`src/hw/rtl/pce_pkg.sv`:
```
// shared types, codes and the nibble encoding function of the packetized encoder
package pce_pkg;

  // register map
  localparam int unsigned CFG_ADDR_W = 4;
  localparam logic [1:0] REG_GEN_A = 2'd0;
  localparam logic [1:0] REG_GEN_B = 2'd1;
  localparam logic [1:0] REG_PACKET_NIBBLES = 2'd2;
  localparam logic [1:0] REG_IMAGE_BYTES = 2'd3;

  // marker bytes
  localparam logic [7:0] HEADER_BYTE = 8'h00;
  localparam logic [7:0] END_BYTE = 8'h01;

  // result kind on the output channel
  typedef enum logic [1:0] {
    KIND_ENC = 2'd0,
    KIND_HDR = 2'd1,
    KIND_END = 2'd2
  } kind_e;

  // packetizer phase
  typedef enum logic [1:0] {
    PH_HEADER = 2'd0,
    PH_ENCODE = 2'd1,
    PH_FREE   = 2'd2
  } phase_e;

  // what goes out ahead of (or instead of) a nibble
  typedef enum logic [1:0] {
    PRE_NONE = 2'd0,
    PRE_HDR  = 2'd1,
    PRE_END  = 2'd2
  } pre_e;

  // one classified nibble between front and back
  typedef struct packed {
    pre_e       pre;
    logic [3:0] nib;
    logic       last;
  } job_t;

  // configuration register contents
  typedef struct packed {
    logic [2:0]  gen_a;
    logic [2:0]  gen_b;
    logic [15:0] packet_nibbles;
    logic [23:0] image_bytes;
  } cfg_t;

  // rate 1/2, constraint 3 code of one nibble, msb first, from zero state
  function automatic logic [7:0] conv_encode(input logic [3:0] nib, input logic [2:0] ga,
                                             input logic [2:0] gb);
    logic [1:0] sr;
    logic [2:0] win;
    logic [7:0] word;
    sr = '0;
    word = '0;
    win = '0;
    for (int k = 3; k >= 0; k--) begin
      win = {nib[k], sr};
      word = {word[5:0], ^(win & ga), ^(win & gb)};
      sr = win[2:1];
    end
    return word;
  endfunction

endpackage

```
`src/hw/rtl/pce_regs.sv`:
```
// configuration register file behind the apb-style port
module pce_regs import pce_pkg::*; #(
  parameter int unsigned IMAGE_COUNT_BITS = 24
) (
  input  logic                  clk_i,
  input  logic                  rst_ni,
  input  logic                  psel,
  input  logic                  penable,
  input  logic                  pwrite,
  input  logic [CFG_ADDR_W-1:0] paddr,
  input  logic [31:0]           pwdata,
  output logic [31:0]           prdata,
  output logic                  pready,
  output cfg_t                  cfg_o
);

  // image size keeps only the bits the counter can reach
  localparam logic [23:0] IMG_KEEP = (IMAGE_COUNT_BITS >= 24) ? 24'hFFFFFF :
                                     24'((64'd1 << IMAGE_COUNT_BITS) - 64'd1);

  cfg_t cfg_q, cfg_d;
  logic wr;

  assign pready = 1'b1;
  assign wr = psel & penable & pwrite;

  // register write decode
  always_comb begin
    cfg_d = cfg_q;
    if (wr) begin
      unique case (paddr[3:2])
        REG_GEN_A:          cfg_d.gen_a = pwdata[2:0];
        REG_GEN_B:          cfg_d.gen_b = pwdata[2:0];
        REG_PACKET_NIBBLES: cfg_d.packet_nibbles = pwdata[15:0];
        REG_IMAGE_BYTES:    cfg_d.image_bytes = pwdata[23:0] & IMG_KEEP;
        default:            cfg_d = cfg_q;
      endcase
    end
  end

  always_ff @(posedge clk_i or negedge rst_ni) begin
    if (!rst_ni) begin
      cfg_q.gen_a <= 3'd7;
      cfg_q.gen_b <= 3'd5;
      cfg_q.packet_nibbles <= 16'd64;
      cfg_q.image_bytes <= 24'd1024 & IMG_KEEP;
    end else begin
      cfg_q <= cfg_d;
    end
  end

  // read back
  always_comb begin
    unique case (paddr[3:2])
      REG_GEN_A:          prdata = {29'd0, cfg_q.gen_a};
      REG_GEN_B:          prdata = {29'd0, cfg_q.gen_b};
      REG_PACKET_NIBBLES: prdata = {16'd0, cfg_q.packet_nibbles};
      REG_IMAGE_BYTES:    prdata = {8'd0, cfg_q.image_bytes};
      default:            prdata = '0;
    endcase
  end

  assign cfg_o = cfg_q;

endmodule

```
`src/hw/rtl/pce_front.sv`:
```
// front end: accepts bytes, tracks packet and image counts, classifies each nibble
module pce_front import pce_pkg::*; #(
  parameter int unsigned PACKET_COUNT_BITS = 16,
  parameter int unsigned IMAGE_COUNT_BITS  = 24
) (
  input  logic       clk_i,
  input  logic       rst_ni,
  input  logic       in_valid_i,
  output logic       in_stall_o,
  input  logic [7:0] data_byte_i,
  input  cfg_t       cfg_i,
  input  logic       q_full_i,
  output logic       q_push_o,
  output job_t       q_job_o
);

  localparam int unsigned CNT_W = IMAGE_COUNT_BITS + 1;
  localparam int unsigned CMP_W = (CNT_W > 25) ? CNT_W : 25;
  localparam int unsigned FCMP_W = (PACKET_COUNT_BITS > 16) ? PACKET_COUNT_BITS : 16;

  phase_e                       phase_q, phase_d;
  logic                         pend_q, pend_d;
  logic [3:0]                   hi_nib_q, hi_nib_d;
  logic [CNT_W-1:0]             cnt_q, cnt_d;
  logic [PACKET_COUNT_BITS-1:0] fill_q, fill_d, fill_inc;
  logic                         step, under, wrap;
  logic [3:0]                   nib;

  // high nibble of a held byte goes after its low nibble, as soon as the queue has room
  assign in_stall_o = pend_q | q_full_i;
  assign step = !q_full_i & (pend_q | in_valid_i);
  assign nib = pend_q ? hi_nib_q : data_byte_i[3:0];

  // end test and packet wrap
  assign under = CMP_W'(cnt_q) < CMP_W'({cfg_i.image_bytes, 1'b0});
  assign fill_inc = fill_q + 1'b1;
  assign wrap = FCMP_W'(fill_inc) == FCMP_W'(cfg_i.packet_nibbles);

  // next state and queue push
  always_comb begin
    phase_d = phase_q;
    pend_d = pend_q;
    hi_nib_d = hi_nib_q;
    cnt_d = cnt_q;
    fill_d = fill_q;
    q_push_o = 1'b0;
    q_job_o.pre = PRE_NONE;
    q_job_o.nib = nib;
    q_job_o.last = pend_q;
    if (step) begin
      if (!pend_q) begin
        hi_nib_d = data_byte_i[7:4];
      end
      unique case (phase_q)
        PH_FREE: begin
          pend_d = 1'b0;
        end
        PH_HEADER, PH_ENCODE: begin
          if (phase_q == PH_HEADER && !under) begin
            q_push_o = 1'b1;
            q_job_o.pre = PRE_END;
            q_job_o.last = 1'b1;
            phase_d = PH_FREE;
            pend_d = 1'b0;
          end else begin
            q_push_o = 1'b1;
            q_job_o.pre = (phase_q == PH_HEADER) ? PRE_HDR : PRE_NONE;
            if (cnt_q != '1) begin
              cnt_d = cnt_q + 1'b1;
            end
            fill_d = wrap ? '0 : fill_inc;
            phase_d = wrap ? PH_HEADER : PH_ENCODE;
            pend_d = !pend_q;
          end
        end
        default: begin
          phase_d = phase_q;
        end
      endcase
    end
  end

  always_ff @(posedge clk_i or negedge rst_ni) begin
    if (!rst_ni) begin
      phase_q <= PH_HEADER;
      pend_q <= 1'b0;
      cnt_q <= '0;
      fill_q <= '0;
    end else begin
      phase_q <= phase_d;
      pend_q <= pend_d;
      cnt_q <= cnt_d;
      fill_q <= fill_d;
    end
  end

  // held high nibble
  always_ff @(posedge clk_i) begin
    hi_nib_q <= hi_nib_d;
  end

endmodule

```
`src/hw/rtl/pce_queue.sv`:
```
// short job queue between front and back
module pce_queue import pce_pkg::*; (
  input  logic clk_i,
  input  logic rst_ni,
  input  logic push_i,
  input  job_t job_i,
  output logic full_o,
  output logic valid_o,
  output job_t job_o,
  input  logic pop_i
);

  localparam int unsigned DEPTH = 4;
  localparam int unsigned PTR_W = $clog2(DEPTH);

  job_t             mem_q [DEPTH];
  logic [PTR_W-1:0] wr_ptr_q, rd_ptr_q;
  logic [PTR_W:0]   count_q;
  logic             do_push, do_pop;

  assign full_o = count_q == (PTR_W + 1)'(DEPTH);
  assign valid_o = count_q != '0;
  assign job_o = mem_q[rd_ptr_q];
  assign do_push = push_i & !full_o;
  assign do_pop = pop_i & valid_o;

  // pointers and fill level
  always_ff @(posedge clk_i or negedge rst_ni) begin
    if (!rst_ni) begin
      wr_ptr_q <= '0;
      rd_ptr_q <= '0;
      count_q <= '0;
    end else begin
      if (do_push) begin
        wr_ptr_q <= wr_ptr_q + 1'b1;
      end
      if (do_pop) begin
        rd_ptr_q <= rd_ptr_q + 1'b1;
      end
      count_q <= count_q + (PTR_W + 1)'(do_push) - (PTR_W + 1)'(do_pop);
    end
  end

  // storage
  always_ff @(posedge clk_i) begin
    if (do_push) begin
      mem_q[wr_ptr_q] <= job_i;
    end
  end

endmodule

```
`src/hw/rtl/pce_back.sv`:
```
// back end: expands jobs into header, end and code beats in the output register
module pce_back import pce_pkg::*; (
  input  logic       clk_i,
  input  logic       rst_ni,
  input  logic       q_valid_i,
  input  job_t       q_job_i,
  output logic       q_pop_o,
  input  cfg_t       cfg_i,
  output logic       out_valid_o,
  input  logic       out_stall_i,
  output logic [7:0] out_byte_o,
  output logic [1:0] kind_o,
  output logic       last_o
);

  logic       valid_q, valid_d;
  logic       hdr_done_q, hdr_done_d;
  logic [7:0] byte_q, byte_d;
  kind_e      kind_q, kind_d;
  logic       last_q, last_d;
  logic       load;

  assign load = q_valid_i & (!valid_q | !out_stall_i);

  // pick the next beat of the head job
  always_comb begin
    valid_d = valid_q & out_stall_i;
    hdr_done_d = hdr_done_q;
    byte_d = byte_q;
    kind_d = kind_q;
    last_d = last_q;
    q_pop_o = 1'b0;
    if (load) begin
      valid_d = 1'b1;
      priority if (q_job_i.pre == PRE_HDR && !hdr_done_q) begin
        byte_d = HEADER_BYTE;
        kind_d = KIND_HDR;
        last_d = 1'b0;
        hdr_done_d = 1'b1;
      end else if (q_job_i.pre == PRE_END) begin
        byte_d = END_BYTE;
        kind_d = KIND_END;
        last_d = 1'b1;
        q_pop_o = 1'b1;
      end else begin
        byte_d = conv_encode(q_job_i.nib, cfg_i.gen_a, cfg_i.gen_b);
        kind_d = KIND_ENC;
        last_d = q_job_i.last;
        hdr_done_d = 1'b0;
        q_pop_o = 1'b1;
      end
    end
  end

  always_ff @(posedge clk_i or negedge rst_ni) begin
    if (!rst_ni) begin
      valid_q <= 1'b0;
      hdr_done_q <= 1'b0;
    end else begin
      valid_q <= valid_d;
      hdr_done_q <= hdr_done_d;
    end
  end

  // output payload
  always_ff @(posedge clk_i) begin
    byte_q <= byte_d;
    kind_q <= kind_d;
    last_q <= last_d;
  end

  assign out_valid_o = valid_q;
  assign out_byte_o = byte_q;
  assign kind_o = kind_q;
  assign last_o = last_q;

endmodule

```
`src/hw/rtl/packetized_conv_encoder.sv`:
```
// top level of the packetized rate 1/2 convolutional encoder
// Input channel: in_valid_i / in_stall_o carry one data byte per beat; the low
// nibble is encoded first, then the high nibble.
// Output channel: out_valid_o / out_stall_i carry one result per beat: a code
// byte (kind 0), a packet header 0x00 (kind 1) or the end marker 0x01 (kind 2);
// last_o marks the final result caused by an input byte.
// Configuration: apb-style port, gen_a at 0x0, gen_b at 0x4, packet_nibbles
// at 0x8, image_bytes at 0xC; write only while the block is idle.
// Result path: the first result of a byte is written into the job queue and then
// into the output register, where it becomes visible.
// Throughput: the front end takes one nibble a cycle while the job queue has
// room, so each byte is held while its high nibble goes; a packet header takes
// an extra output beat, absorbed by the four-entry job queue while output keeps up.
// Stalls: a stalled result holds in the output register; the queue fills and
// then the input stalls. After the end marker later bytes are taken and
// dropped.
// Reset: counters clear, the next byte opens a packet with a header, and the
// registers return to gen_a 7, gen_b 5, packet_nibbles 64, image_bytes 1024.
module packetized_conv_encoder import pce_pkg::*; #(
  parameter int unsigned PACKET_COUNT_BITS = 16,
  parameter int unsigned IMAGE_COUNT_BITS  = 24
) (
  input  logic                  clk_i,
  input  logic                  rst_ni,
  input  logic                  in_valid_i,
  output logic                  in_stall_o,
  input  logic [7:0]            data_byte_i,
  output logic                  out_valid_o,
  input  logic                  out_stall_i,
  output logic [7:0]            out_byte_o,
  output logic [1:0]            kind_o,
  output logic                  last_o,
  input  logic                  psel,
  input  logic                  penable,
  input  logic                  pwrite,
  input  logic [CFG_ADDR_W-1:0] paddr,
  input  logic [31:0]           pwdata,
  output logic [31:0]           prdata,
  output logic                  pready
);

  cfg_t cfg;
  logic q_full, q_push, q_valid, q_pop;
  job_t push_job, head_job;

  pce_regs #(
    .IMAGE_COUNT_BITS(IMAGE_COUNT_BITS)
  ) u_regs (
    .clk_i  (clk_i),
    .rst_ni (rst_ni),
    .psel   (psel),
    .penable(penable),
    .pwrite (pwrite),
    .paddr  (paddr),
    .pwdata (pwdata),
    .prdata (prdata),
    .pready (pready),
    .cfg_o  (cfg)
  );

  pce_front #(
    .PACKET_COUNT_BITS(PACKET_COUNT_BITS),
    .IMAGE_COUNT_BITS (IMAGE_COUNT_BITS)
  ) u_front (
    .clk_i      (clk_i),
    .rst_ni     (rst_ni),
    .in_valid_i (in_valid_i),
    .in_stall_o (in_stall_o),
    .data_byte_i(data_byte_i),
    .cfg_i      (cfg),
    .q_full_i   (q_full),
    .q_push_o   (q_push),
    .q_job_o    (push_job)
  );

  pce_queue u_queue (
    .clk_i  (clk_i),
    .rst_ni (rst_ni),
    .push_i (q_push),
    .job_i  (push_job),
    .full_o (q_full),
    .valid_o(q_valid),
    .job_o  (head_job),
    .pop_i  (q_pop)
  );

  pce_back u_back (
    .clk_i      (clk_i),
    .rst_ni     (rst_ni),
    .q_valid_i  (q_valid),
    .q_job_i    (head_job),
    .q_pop_o    (q_pop),
    .cfg_i      (cfg),
    .out_valid_o(out_valid_o),
    .out_stall_i(out_stall_i),
    .out_byte_o (out_byte_o),
    .kind_o     (kind_o),
    .last_o     (last_o)
  );

endmodule

```
`config.mk`:
```
export PLATFORM = sky130hd
export DESIGN_NAME = packetized_conv_encoder
export DESIGN_NICKNAME = d
export VERILOG_FILES = /design/src/hw/rtl/pce_pkg.sv /design/src/hw/rtl/pce_regs.sv /design/src/hw/rtl/pce_front.sv /design/src/hw/rtl/pce_queue.sv /design/src/hw/rtl/pce_back.sv /design/src/hw/rtl/packetized_conv_encoder.sv
export SDC_FILE = /design/constraint.sdc
export NUM_CORES = 1
export LEC_CHECK = 0
export BUFFER_PORTS_ARGS = -buffer_cell sky130_fd_sc_hd__clkbuf_2
export CORE_ASPECT_RATIO = 0.5
export CORE_MARGIN = 2
export CORE_UTILIZATION = 42
export CTS_CLUSTER_SIZE = 28
export DETAILED_ROUTE_END_ITERATION = 16
export SLEW_MARGIN = 10
export SYNTH_ARGS = -nofsm -noshare
export SYNTH_HDL_FRONTEND = slang
export SYNTH_SLANG_ARGS = --single-unit
export TNS_END_PERCENT = 30
```
`constraint.sdc`:
```
create_clock -name clk_i -period 4.1 [get_ports clk_i]
set_clock_uncertainty 0.2 [all_clocks]
set_input_delay 0.41 -clock clk_i [delete_from_list [all_inputs] [get_ports clk_i]]
set_output_delay 0.41 -clock clk_i [all_outputs]
set_load 0.01 [all_outputs]
```
==> metrics.md, run 1 <==
| Metric | Value |
|---|---|
| Post-route setup TNS | `0 ns` |
| Initial Util | `0.430` |
| Via density | `5.17` |
| Hold WC Path Type | `in2reg` |
| DRT antenna net count | `0` |
| Dpl cells | `1047` |
| Dpl ws | `0.725 ns` |
| Critical path class | `reg2reg` |
| Reg clk slew, reported paths | `approximately 0.060 ns` |
| # H-tree levels | `4` |
| GRT overflow | `0` |
| Horiz. Die Dim | `199 µm` |
| Area of the multi-input gates | `about 0.0038 mm²` |
| FP Rows | `35` |
| Yosys reg bits | `142` |
| P_sw | `2130 µW` |
| Sequential Power Share | `0.384` |
| Worst path cell trace | `mux4_2, nor3b_2, nor2_1, ha_1, inv_1, ha_1, fa_1, xnor2_1, xnor2_1` |
| DR WL/cell | `16.2 µm` |
| Clock Tree Root | `clkbuf_16` |
| Worst Setup End Kind | `flip-flop` |
| Total number of vias | `5651` |
| Crit path max-delay family | `adder cells` |
| Int Pwr | `3780 µW` |
| Initial antenna violation count | `1` |
| Pleak | `0.00416 µW` |
| Max-cap violations | `0` |
| Clk_lat worst skew | `between 0.4 and 0.5 ns` |
| Initial DRC Count | `approximately 330` |
| Die footprint | `0.0201 mm²` |
| Worst Path Buf+Inv | `1` |
| CTS Sinks | `142` |
| Dpl hpwl | `12.7 mm` |
| Primary FF master, synth | `dfrtp_1` |
| Vias in the first global route | `5504` |
| CP arrival | `3.48 ns` |
| Outcome | `complete, no violations` |
| Fin cells | `between 1000 and 1500` |
| Fmax | `0.300 GHz` |
| Syn-to-layout area delta | `16.7%` |
| Asr flop ratio synth | `0.697` |
| Syn Inst Count | `739` |
| Clk buf depth | `2` |
| Worst-margin pin slew | `around 0.94 ns` |
| # port buffers | `between 70 and 80` |
| RSZ-0062 raised after global routing | `no` |
| Cell Pwr Density | `around 640 mW/mm²` |
| Slowest stage cell, crit path | `dfrtp_1` |
| TritonCTS clock tree | `built` |
| Core Area | `0.0185 mm²` |
| Critical Path Max Stage Delay | `between 0.6 and 0.7 ns` |
| Cell area after synthesis | `0.00795 mm²` |
| Peak VDD IR | `0.332 mV` |
| Post_cts resized | `0` |
| Storage element area | `around 0.0038 mm²` |
| Final Setup Violations | `0` |
| DRT Pass-1 Iters | `4` |
| Power Total | `between 5000 and 6000 µW` |
| Utilization after layout | `0.502` |
| # fillers | `roughly 1700` |
| Die Y | `roughly 100 µm` |
| Clock power share | `0.274` |
| Combinational Power Share | `0.342` |
| WP data required | `4.24 ns` |
| Pin count of the biggest net entering global routing | `46` |
| Distinct cell type count of the synthesized netlist | `70` |
| Slew HR | `0.373` |
| Cts bufs inserted | `17` |
| Avg Cell Area, Syn | `10.8 µm²` |
| Max Slew Vio Count | `0` |
| Nets | `904` |
| Count of boundary I/O pins | `97` |
| First-pass GRT wire length | `~29 mm` |
| Total setup buffers inserted after CTS | `0` |
| Critical path startpoint category | `flip-flop` |
| Total global-route track usage | `0.188` |
| Count of final hold-check violations | `0` |
| N_diodes | `0` |
| Layout cells sized above 1 | `0.251` |
| Min cycle time layout | `3.33 ns` |
| Crit share post-route | `0.813` |
| Seq/Total Area, Yosys | `0.475` |
| Number of flops mapped to enable cells by yosys | `43` |
| Sw Ratio | `0.360` |
| Yosys Warn Count | `0` |
| Routed wire length | `17.7 mm` |
| Global placement routability congestion | `0.837` |
| Worst-path fanout max | `9` |
| DRC Markers | `0` |
| Final setup margin | `between 0.7 and 0.8 ns` |
cells in the final DEF, fill, tap and decap left out, drive strengths merged, types with 4 or more instances in the layout:
master,count
and2,9
buf,8
o21ai,41
xnor2,24
mux2,28
dfrtp,92
nor2b,16
mux2i,14
nor2,45
clkbuf,97
nor4,4
and3,11
a21o,4
nand4,12
nor3,22
nand2,86
conb,9
inv,43
nand3,51
nor3b,6
edfxtp,43
mux4,10
and4,8
a21oi,19
o31ai,4
dlygate4sd3,14
ha,31
xor2,29
dfstp,7
or2,6
a211oi,4
final timing paths:
| check | cells past startpoint | endpoint | start | slack, ns |
|---|---|---|---|---|
| setup reg to reg | 9 | u_queue.count_q[2] | u_queue.rd_ptr_q[0] | 0.77 |
| setup / recovery | 9 | u_queue.count_q[2] | u_queue.rd_ptr_q[0] | 0.77 |
| hold reg to reg | 1 | u_front.phase_q[1] | u_front.phase_q[1] | 0.30 |
| max in group asynchronous | 3 | u_back.out_valid_o | rst_ni | 2.50 |
| hold / removal | 3 | u_regs.cfg_o[14] | pwdata[14] | 0.01 |
| min in group asynchronous | 2 | u_front.cnt_q[14] | rst_ni | 0.26 |
synthesized netlist by cell type (all sizes together) (2+ instances only):
master,number,area share
nand3b,2,0.0024
or2,6,0.0047
dfstp,7,0.023
nand2b,2,0.0016
a21o,4,0.0038
nand3,51,0.038
nor2,45,0.023
nor4,4,0.0055
nor3b,6,0.0069
nor4b,3,0.0049
and2,9,0.0071
conb,2,0.00095
mux2i,14,0.018
edfxtp,43,0.16
o21ai,41,0.026
nand4b,2,0.0022
a211oi,4,0.0038
ha,31,0.049
mux4,10,0.028
xnor2,24,0.026
nor3,22,0.022
xor2,29,0.032
a21oi,19,0.012
and4,8,0.0094
buf,25,0.024
nor2b,16,0.013
o31a,3,0.0033
dfrtp,92,0.29
or3,3,0.0024
a31oi,2,0.0016
a2111oi,2,0.0030
o2111ai,2,0.0022
nand4,12,0.013
clkbuf,17,0.0080
o21a,2,0.0019
mux2,28,0.040
nand2,86,0.042
inv,36,0.017
o31ai,4,0.0038
o211ai,2,0.0025
and3,11,0.0087
final cells by class:
| cell class | instances | share of cell area |
|---|---|---|
| multi-input combinational | 526 | 0.410 |
| sequential | 142 | 0.407 |
| timing repair buffer | 98 | 0.0653 |
| clock buffer | 21 | 0.0555 |
| tap | 259 | 0.0350 |
| inverter | 36 | 0.0146 |
| clock inverter | 11 | 0.0119 |
per-stage QoR:
stage	hold WS [ns]	cell area [µm²]
finish	0.0107	9270
detailed placement	0.176	8510
global placement	0.173	8510
floorplan	-0.0856	7970
global route	0.0194	9270
CTS	0.00230	9270
power groups by stage:
stage                     Sequential, µW  Combinational (µW)  Clock, µW
final                               2270                2020       1620
after global routing                2330                2280       1720
after CTS                           2270                2050       1650
after detailed placement            2300                2020          0
after global placement              2290                1980          0
after floorplan                     2130                1650          0
layer usage:
metal,up-vias,share of wire,GRT usage
met1,2789,0.52,0.277
li1,2756,-,-
met5,-,0,0
met4,0,0.013,0.0511
met2,89,0.43,0.286
met3,17,0.032,0.0373
what timing repair did:
action | CTS | global route
setup endpoints to repair | 0 | 0
hold buffers | 14 | 0
endpoints found under the hold margin | 41 | 0
cells by family (layout without fill, tap and decap cells):
logic type,count (synthesis),count (layout),synth area share
AND/OR/NAND/NOR,290,290,0.208
flip-flops,142,142,0.475
AO/OA/AOI/OAI,89,89,0.0691
buffers and inverters,78,166,0.0494
XOR/XNOR,53,53,0.0584
multiplexers,52,52,0.0857
adder cells (fa/ha/maj),33,33,0.0526
other,2,9,0.000945
worst reg2reg max path, cell delays in order (launching register included):
cell	delay [ns]
dfrtp_1	0.67
mux4_2	0.60
nor3b_2	0.40
nor2_1	0.15
ha_1	0.31
inv_1	0.04
ha_1	0.19
fa_1	0.38
xnor2_1	0.20
xnor2_1	0.13
state kept, by name (all words and copies together) (netlist names), 2 cells and up:
register           flops
u_back.kind_o          2
u_front.hi_nib_q       4
u_front.phase_q        2
u_back.out_byte_o      8
u_regs.cfg_o          46
u_queue.count_q        3
u_front.fill_q        16
u_queue.mem_q         28
u_queue.wr_ptr_q       2
u_queue.rd_ptr_q       2
u_front.cnt_q         25
Note: power is estimated with default switching activity, not from simulation.
==> run 2, diff against run 1 <==
==> constraint.sdc (replaced) <==
create_clock -name clk_i -period 2.9 [get_ports clk_i]
set_clock_uncertainty 0.2 [all_clocks]
set_input_delay 0.29 -clock clk_i [delete_from_list [all_inputs] [get_ports clk_i]]
set_output_delay 0.29 -clock clk_i [all_outputs]
set_load 0.01 [all_outputs]
==> metrics.md, run 2 (same netlist as run 1, synthesis figures left out) <==
| Metric | Value |
|---|---|
| DR WL/cell | `16.0 µm (-1.3%)` |
| Horiz. Die Dim | `199 µm (unchanged)` |
| Min cycle time layout | `2.76 ns (-0.577 ns)` |
| DRT Pass-1 Iters | `5 (+1)` |
| Final setup margin | `0.143 ns (-0.623 ns)` |
| Cts bufs inserted | `17 (unchanged)` |
| Die footprint | `0.0201 mm² (unchanged)` |
| Count of final hold-check violations | `0 (unchanged)` |
| Syn-to-layout area delta | `21.4%` |
| Pleak | `0.00435 µW (+4.6%)` |
| Via density | `5.13 (-0.68%)` |
| CP arrival | `2.72 ns (-0.76 ns)` |
| DRC Markers | `0 (unchanged)` |
| Peak VDD IR | `0.490 mV (+48%)` |
| Total global-route track usage | `0.193 (+0.00417)` |
| Layout cells sized above 1 | `0.276 (+0.0257)` |
| Clk buf depth | `2 (unchanged)` |
| M1 wire length | `9.43 mm (+2.3%)` |
| Utilization after layout | `0.522 (+0.0201)` |
| Clk_lat worst skew | `0.42 ns (about the same)` |
| Outcome | `complete, no violations` |
| Worst-path fanout max | `6 (-3)` |
| Total setup buffers inserted after CTS | `0 (unchanged)` |
| GRT overflow | `0 (unchanged)` |
| Reg clk slew, reported paths | `0.07 ns (about the same)` |
| Count of boundary I/O pins | `97 (unchanged)` |
| Initial Util | `0.430 (unchanged)` |
| CTS Sinks | `142 (unchanged)` |
| # H-tree levels | `4 (unchanged)` |
| Worst Setup End Kind | `flip-flop` |
| Met2 routed WL | `8.08 mm (+5.0%)` |
| Placed Area | `0.00872 mm² (+2.5%)` |
| RSZ-0062 raised after global routing | `yes` |
| Total number of vias | `5828 (+3.1%)` |
| Worst-margin pin slew | `0.755 ns (-0.183 ns)` |
| Post-route setup TNS | `0 ns (unchanged)` |
| Clock Tree Root | `clkbuf_16` |
| Cell Pwr Density | `877 mW/mm² (+37%)` |
| Core Area | `0.0185 mm² (unchanged)` |
| Vias in the first global route | `5659 (+2.8%)` |
| Critical path class | `reg2reg` |
| Dpl ws | `0.0565 ns (-0.669 ns)` |
| N_diodes | `0 (unchanged)` |
| Routed wire length | `18.2 mm (+2.5%)` |
| DRT antenna net count | `0 (unchanged)` |
| Max Slew Vio Count | `0 (unchanged)` |
| Hold WC Path Type | `in2reg` |
| Fmax | `0.363 GHz (+21%)` |
| Metal3 WL | `544 µm (-3.5%)` |
| Max-cap violations | `0 (unchanged)` |
| Slowest stage cell, crit path | `dfrtp_1` |
| FP Rows | `35 (unchanged)` |
| Nets | `946 (+4.6%)` |
| WP data required | `2.86 ns (-1.38 ns)` |
| Critical Path Max Stage Delay | `0.38 ns (-0.29 ns)` |
| Design area | `0.00964 mm² (+4.0%)` |
| Commonest non-fill, non-tap cell in the layout | `dfrtp_1` |
| Pin count of the biggest net entering global routing | `56 (+22%)` |
| Max layer used | `met4` |
| # port buffers | `77 (unchanged)` |
| Slew HR | `0.495 (+0.122)` |
| Power Total | `8460 µW (+43%)` |
| Critical path startpoint category | `flip-flop` |
| Most frequent cells in the layout | `dfrtp_1, nand2_1, clkbuf_2, nor2_1, edfxtp_1` |
| Die Y | `101 µm (unchanged)` |
| Initial DRC Count | `250 (-25%)` |
| First-pass GRT wire length | `29.8 mm (+2.6%)` |
| Initial antenna violation count | `0 (-1)` |
| TritonCTS clock tree | `built` |
| Worst path cell trace | `inv_1, ha_1, a21o_1, a211oi_2, o31a_1, o21ai_4, nor2_1, nor3b_1, buf_4, or2_2` |
| Crit share post-route | `0.951 (+0.138)` |
| Number of flip-flops in the largest register | `46 (unchanged)` |
| Final Setup Violations | `0 (unchanged)` |
| Dpl hpwl | `13.3 mm (+4.1%)` |
| Global placement routability congestion | `0.833 (-0.50%)` |
-- run 2: cell type report --
cell class | count | area, µm²
inverter | 36 | 135
sequential | 142 | 3780
tap | 259 | 324
clock buffer | 20 | 489
clock inverter | 12 | 91.3
multi-input combinational | 526 | 3850
fill | 1669 | 8840
timing repair buffer | 140 | 977
-- run 2: where the power goes --
| part | leakage, µW | internal, µW | switching (µW) | total (µW) |
|---|---|---|---|---|
| logic | 0.00249 | 1450 | 1750 | 3200 |
| registers | 0.00157 | 2690 | 423 | 3110 |
| clock network | 0.000293 | 1240 | 910 | 2150 |
| total | 0.00435 | 5370 | 3080 | 8460 |
-- run 2: path summary, 6_finish.rpt --
kind                                  start                   to  slack (ns)  cells past startpoint
min reg2reg                u_front.cnt_q[7]     u_front.cnt_q[7]        0.29                      1
min in group asynchronous            rst_ni    u_front.cnt_q[16]        0.12                      2
min                          data_byte_i[0]  u_queue.mem_q[3][1]        0.03                      2
max reg2reg                 u_regs.cfg_o[6]  u_queue.mem_q[0][0]        0.14                     10
max in group asynchronous            rst_ni     u_regs.cfg_o[10]        1.70                      3
max                         u_regs.cfg_o[6]  u_queue.mem_q[0][0]        0.14                     10
-- run 2: what timing repair did --
| item | CTS | global route |
|---|---|---|
| setup endpoints to repair | 0 | 37 |
| resized for setup | 0 | 9 |
| hold buffers | 30 | 0 |
| endpoints found under the hold margin | 126 | 0 |
-- run 2: worst max-delay path, delay by kind of cell (launching register included) --
family          cells  cell delay [ns]
buf+inv             2             0.26
fa+ha+maj           1             0.25
compound gates      4             0.78
flops               1             0.38
simple gates        3             0.62
-- run 2: stage by stage --
step	hold WS, ns	std cells
floorplan	-0.206	746
global placement	0.0290	1073
detailed placement	0.0304	1073
CTS	0.0110	1135
global route	0.0261	1135
finish	0.0337	1135
-- run 2: metal layers --
| layer | up-vias | track usage |
|---|---|---|
| met4 | 0 | 0.0333 |
| met2 | 101 | 0.307 |
| met1 | 2883 | 0.276 |
| li1 | 2835 | - |
| met3 | 9 | 0.0410 |
| met5 | - | 0 |
==> run 3, diff against run 2 <==
--- a/config.mk
+++ b/config.mk
@@ -5,6 +5,7 @@
 export SDC_FILE = /design/constraint.sdc
 export NUM_CORES = 1
 export LEC_CHECK = 0
+export ABC_AREA = 1
 export BUFFER_PORTS_ARGS = -buffer_cell sky130_fd_sc_hd__clkbuf_2
 export CORE_ASPECT_RATIO = 0.5
 export CORE_MARGIN = 2
==> metrics.md, run 3 <==
| Metric | Value |
|---|---|
| Hold WC Path Type | `in2reg` |
| Count of final hold-check violations | `0 (unchanged)` |
| FP Rows | `35 (unchanged)` |
| Critical Path Max Stage Delay | `0.41 ns (+0.03 ns)` |
| # H-tree levels | `4 (unchanged)` |
| DR WL/cell | `13.7 µm (-14%)` |
| Initial Util | `0.429 (-0.000810)` |
| Post-synthesis xor/xnor area fraction | `0.0366 (-0.0218)` |
| Initial DRC Count | `418 (+67%)` |
| Pin count of the biggest net entering global routing | `61 (+8.9%)` |
| Min cycle time layout | `2.62 ns (-0.142 ns)` |
| RSZ-0062 raised after global routing | `no` |
| Core Area | `0.0184 mm² (-0.47%)` |
| Worst hold path stage count | `3 (+1)` |
| Worst Setup End Kind | `flip-flop` |
| Critical path startpoint category | `flip-flop` |
| Vias in the first global route | `6541 (+16%)` |
| Post-synth top area share | `0.292 (+0.00193)` |
| # fillers | `1716 (+2.8%)` |
| Storage element area | `0.00378 mm² (about the same)` |
| Nets | `1202 (+27%)` |
| Worst reg2reg path depth | `13 (+3)` |
| Largest area contributor in the netlist | `dfrtp_1` |
| Cts bufs inserted | `17 (unchanged)` |
| CTS Sinks | `142 (unchanged)` |
| Max Slew Vio Count | `0 (unchanged)` |
| Commonest cells in the netlist | `nand2_1, inv_1, nor2_1` |
| CP arrival | `2.72 ns (about the same)` |
| Via density | `4.91 (-4.5%)` |
| Avg Cell Area, Syn | `7.95 µm² (-26%)` |
| WP data required | `3.01 ns (+0.15 ns)` |
| # port buffers | `77 (unchanged)` |
| Adder-cell area share of the yosys netlist | `0.0517 (-0.000918)` |
| Post-route setup TNS | `0 ns (unchanged)` |
| Global placement routability congestion | `0.902 (+8.3%)` |
| Utilization after layout | `0.518 (-0.00371)` |
| Yosys reg bits | `142 (unchanged)` |
| Synth top area cells | `dfrtp_1, edfxtp_1, nand2_1` |
| Crit share post-route | `0.902 (-0.0491)` |
| Horiz. Die Dim | `198 µm (-0.32%)` |
| Post_cts resized | `0 (unchanged)` |
| Total number of vias | `6731 (+15%)` |
| Clk_lat worst skew | `0.42 ns (about the same)` |
| DRT Pass-1 Iters | `5 (unchanged)` |
| Cell area after synthesis | `0.00789 mm² (-0.66%)` |
| Most frequent cells in the layout | `nand2_1, inv_1, nor2_1, dfrtp_1, clkbuf_2` |
| CP dominant cell by count | `nand2_1` |
| Slew HR | `0.479 (-0.0161)` |
| Die Y | `101 µm (-0.32%)` |
| Mux cell area share after synthesis | `0 (-0.0857)` |
| Area of the multi-input gates | `0.00352 mm² (-8.6%)` |
| Reg clk slew, reported paths | `0.06 ns (about the same)` |
| Number of flops mapped to enable cells by yosys | `43 (unchanged)` |
| Cell Pwr Density | `833 mW/mm² (-5.0%)` |
| DRT antenna net count | `0 (unchanged)` |
| TritonCTS clock tree | `built` |
| GRT overflow | `0 (unchanged)` |
| DRC Markers | `0 (unchanged)` |
| Most common cell in the netlist | `nand2_1` |
| Synth Area in Compound Gates | `0.0797 (+0.0106)` |
| Worst-margin pin slew | `0.782 ns (+0.0270 ns)` |
| Pleak | `0.00469 µW (+7.8%)` |
| Routed wire length | `18.8 mm (+3.5%)` |
| Max-cap violations | `0 (unchanged)` |
| Dpl hpwl | `13.7 mm (+3.2%)` |
| Slowest stage cell, crit path | `dfrtp_1` |
| Asr flop ratio synth | `0.697 (unchanged)` |
| Peak VDD IR | `0.342 mV (-30%)` |
| Number of flip-flops in the largest register | `46 (unchanged)` |
| Worst-path fanout max | `18 (+12)` |
| Count of boundary I/O pins | `97 (unchanged)` |
| Synth Area in Simple Gates | `0.273 (+0.0645)` |
| Initial antenna violation count | `0 (unchanged)` |
| Primary FF master, synth | `dfrtp_1` |
| Critical path class | `reg2reg` |
| First-pass GRT wire length | `31.7 mm (+6.5%)` |
| Clock Tree Root | `clkbuf_16` |
| Syn Inst Count | `993 (+34%)` |
| Outcome | `complete, no violations` |
| Worst path cell trace | `ha_1, nand2_1, nor2_1, nor2b_1, nand2_1, nor2_1, nand2_1, nand2_1, nand2_1, nand3_1, inv_2, nand2_1, nand2_1` |
| Die footprint | `0.0200 mm² (-0.64%)` |
| Yosys Warn Count | `0 (unchanged)` |
| Clk buf depth | `2 (unchanged)` |
| N_diodes | `0 (unchanged)` |
| Distinct cell type count of the synthesized netlist | `46 (-34%)` |
| Seq/Total Area, Yosys | `0.479 (+0.00316)` |
| Fmax | `0.382 GHz (+5.4%)` |
| Commonest non-fill, non-tap cell in the layout | `nand2_1` |
| Final Setup Violations | `0 (unchanged)` |
| Total global-route track usage | `0.203 (+0.0100)` |
| Largest family of logic cells by synthesized area | `simple AND/OR/NAND/NOR gates` |
| Layout cells sized above 1 | `0.140 (-0.136)` |
| Syn-to-layout area delta | `20.7%` |
[run 3: changes by cell type after synthesis, moves of 15 or more]
cell / before / now
inv_1: 35 / 118
nor2b_1: 16 / 1
o21ai_0: 35 / 55
nand2_1: 85 / 311
mux2_2: 27 / 0
nor2_1: 44 / 104
[run 3: where the power goes]
group          switching, µW  total [µW]  leakage (µW)  internal (µW)
logic                   1710        2680       0.00276            963
clock network            912        2210      0.000291           1300
registers                304        3060       0.00163           2750
total                   2930        7940       0.00469           5010
[run 3: cells by family after synthesis]
family                   after synthesis
XOR/XNOR                              33
buffers and inverters                152
adder cells (fa/ha/maj)               32
other                                  2
AND/OR/NAND/NOR                      519
flip-flops                           142
AO/OA/AOI/OAI                        113
[run 3: final timing paths]
check                                   from             endpoint  slack [ns]
setup / recovery           u_front.cnt_q[24]    u_front.cnt_q[17]        0.28
hold / removal                data_byte_i[3]  u_queue.mem_q[0][4]        0.04
setup reg to reg           u_front.cnt_q[24]    u_front.cnt_q[17]        0.28
hold reg to reg             u_regs.cfg_o[42]     u_regs.cfg_o[42]        0.31
max in group asynchronous             rst_ni    u_front.fill_q[4]        1.49
min in group asynchronous             rst_ni     u_regs.cfg_o[20]        0.28
[run 3: cell type report]
cell class | count | area share
clock buffer | 19 | 0.0499
sequential | 142 | 0.396
tap | 240 | 0.0315
clock inverter | 13 | 0.0130
multi-input combinational | 706 | 0.369
inverter | 121 | 0.0477
timing repair buffer | 131 | 0.0924
[run 3: repair_timing]
action                                 CTS  global route
endpoints found under the hold margin  103             0
setup buffers                            0             0
hold buffers                            30             0
[run 3: critical path, delay by kind of cell, from the launching register on]
family / cells / cell delay [ns]
buffers and inverters: 1 / 0.20
adders and majority gates: 1 / 0.30
DFF: 1 / 0.41
and+or+nand+nor: 11 / 1.37
[run 3: per-stage QoR]
| step | worst slack [ns] | instance area [µm²] | std cells | total power (µW) | hold WS, ns |
|---|---|---|---|---|---|
| 2_1_floorplan | 0.250 | 7920 | 1000 | 4840 | -0.206 |
| 3_3_place_gp | 0.383 | 8630 | 1310 | 5650 | 0.220 |
| 3_5_place_dp | 0.343 | 8630 | 1310 | 5750 | 0.233 |
| 4_1_cts | 0.313 | 9530 | 1372 | 8030 | 0.0296 |
| 5_1_grt | 0.0266 | 9530 | 1372 | 8570 | 0.0535 |
| 6_report | 0.285 | 9530 | 1372 | 7940 | 0.0388 |
[run 3: metal layers]
metal	vias to the layer above	part of all wire	wire length, µm	track usage
met3	36	0.046	867	0.0361
met5	-	0	0	0
met1	3076	0.48	9020	0.267
met2	183	0.45	8400	0.331
li1	3436	-	-	-
met4	0	0.026	488	0.0879
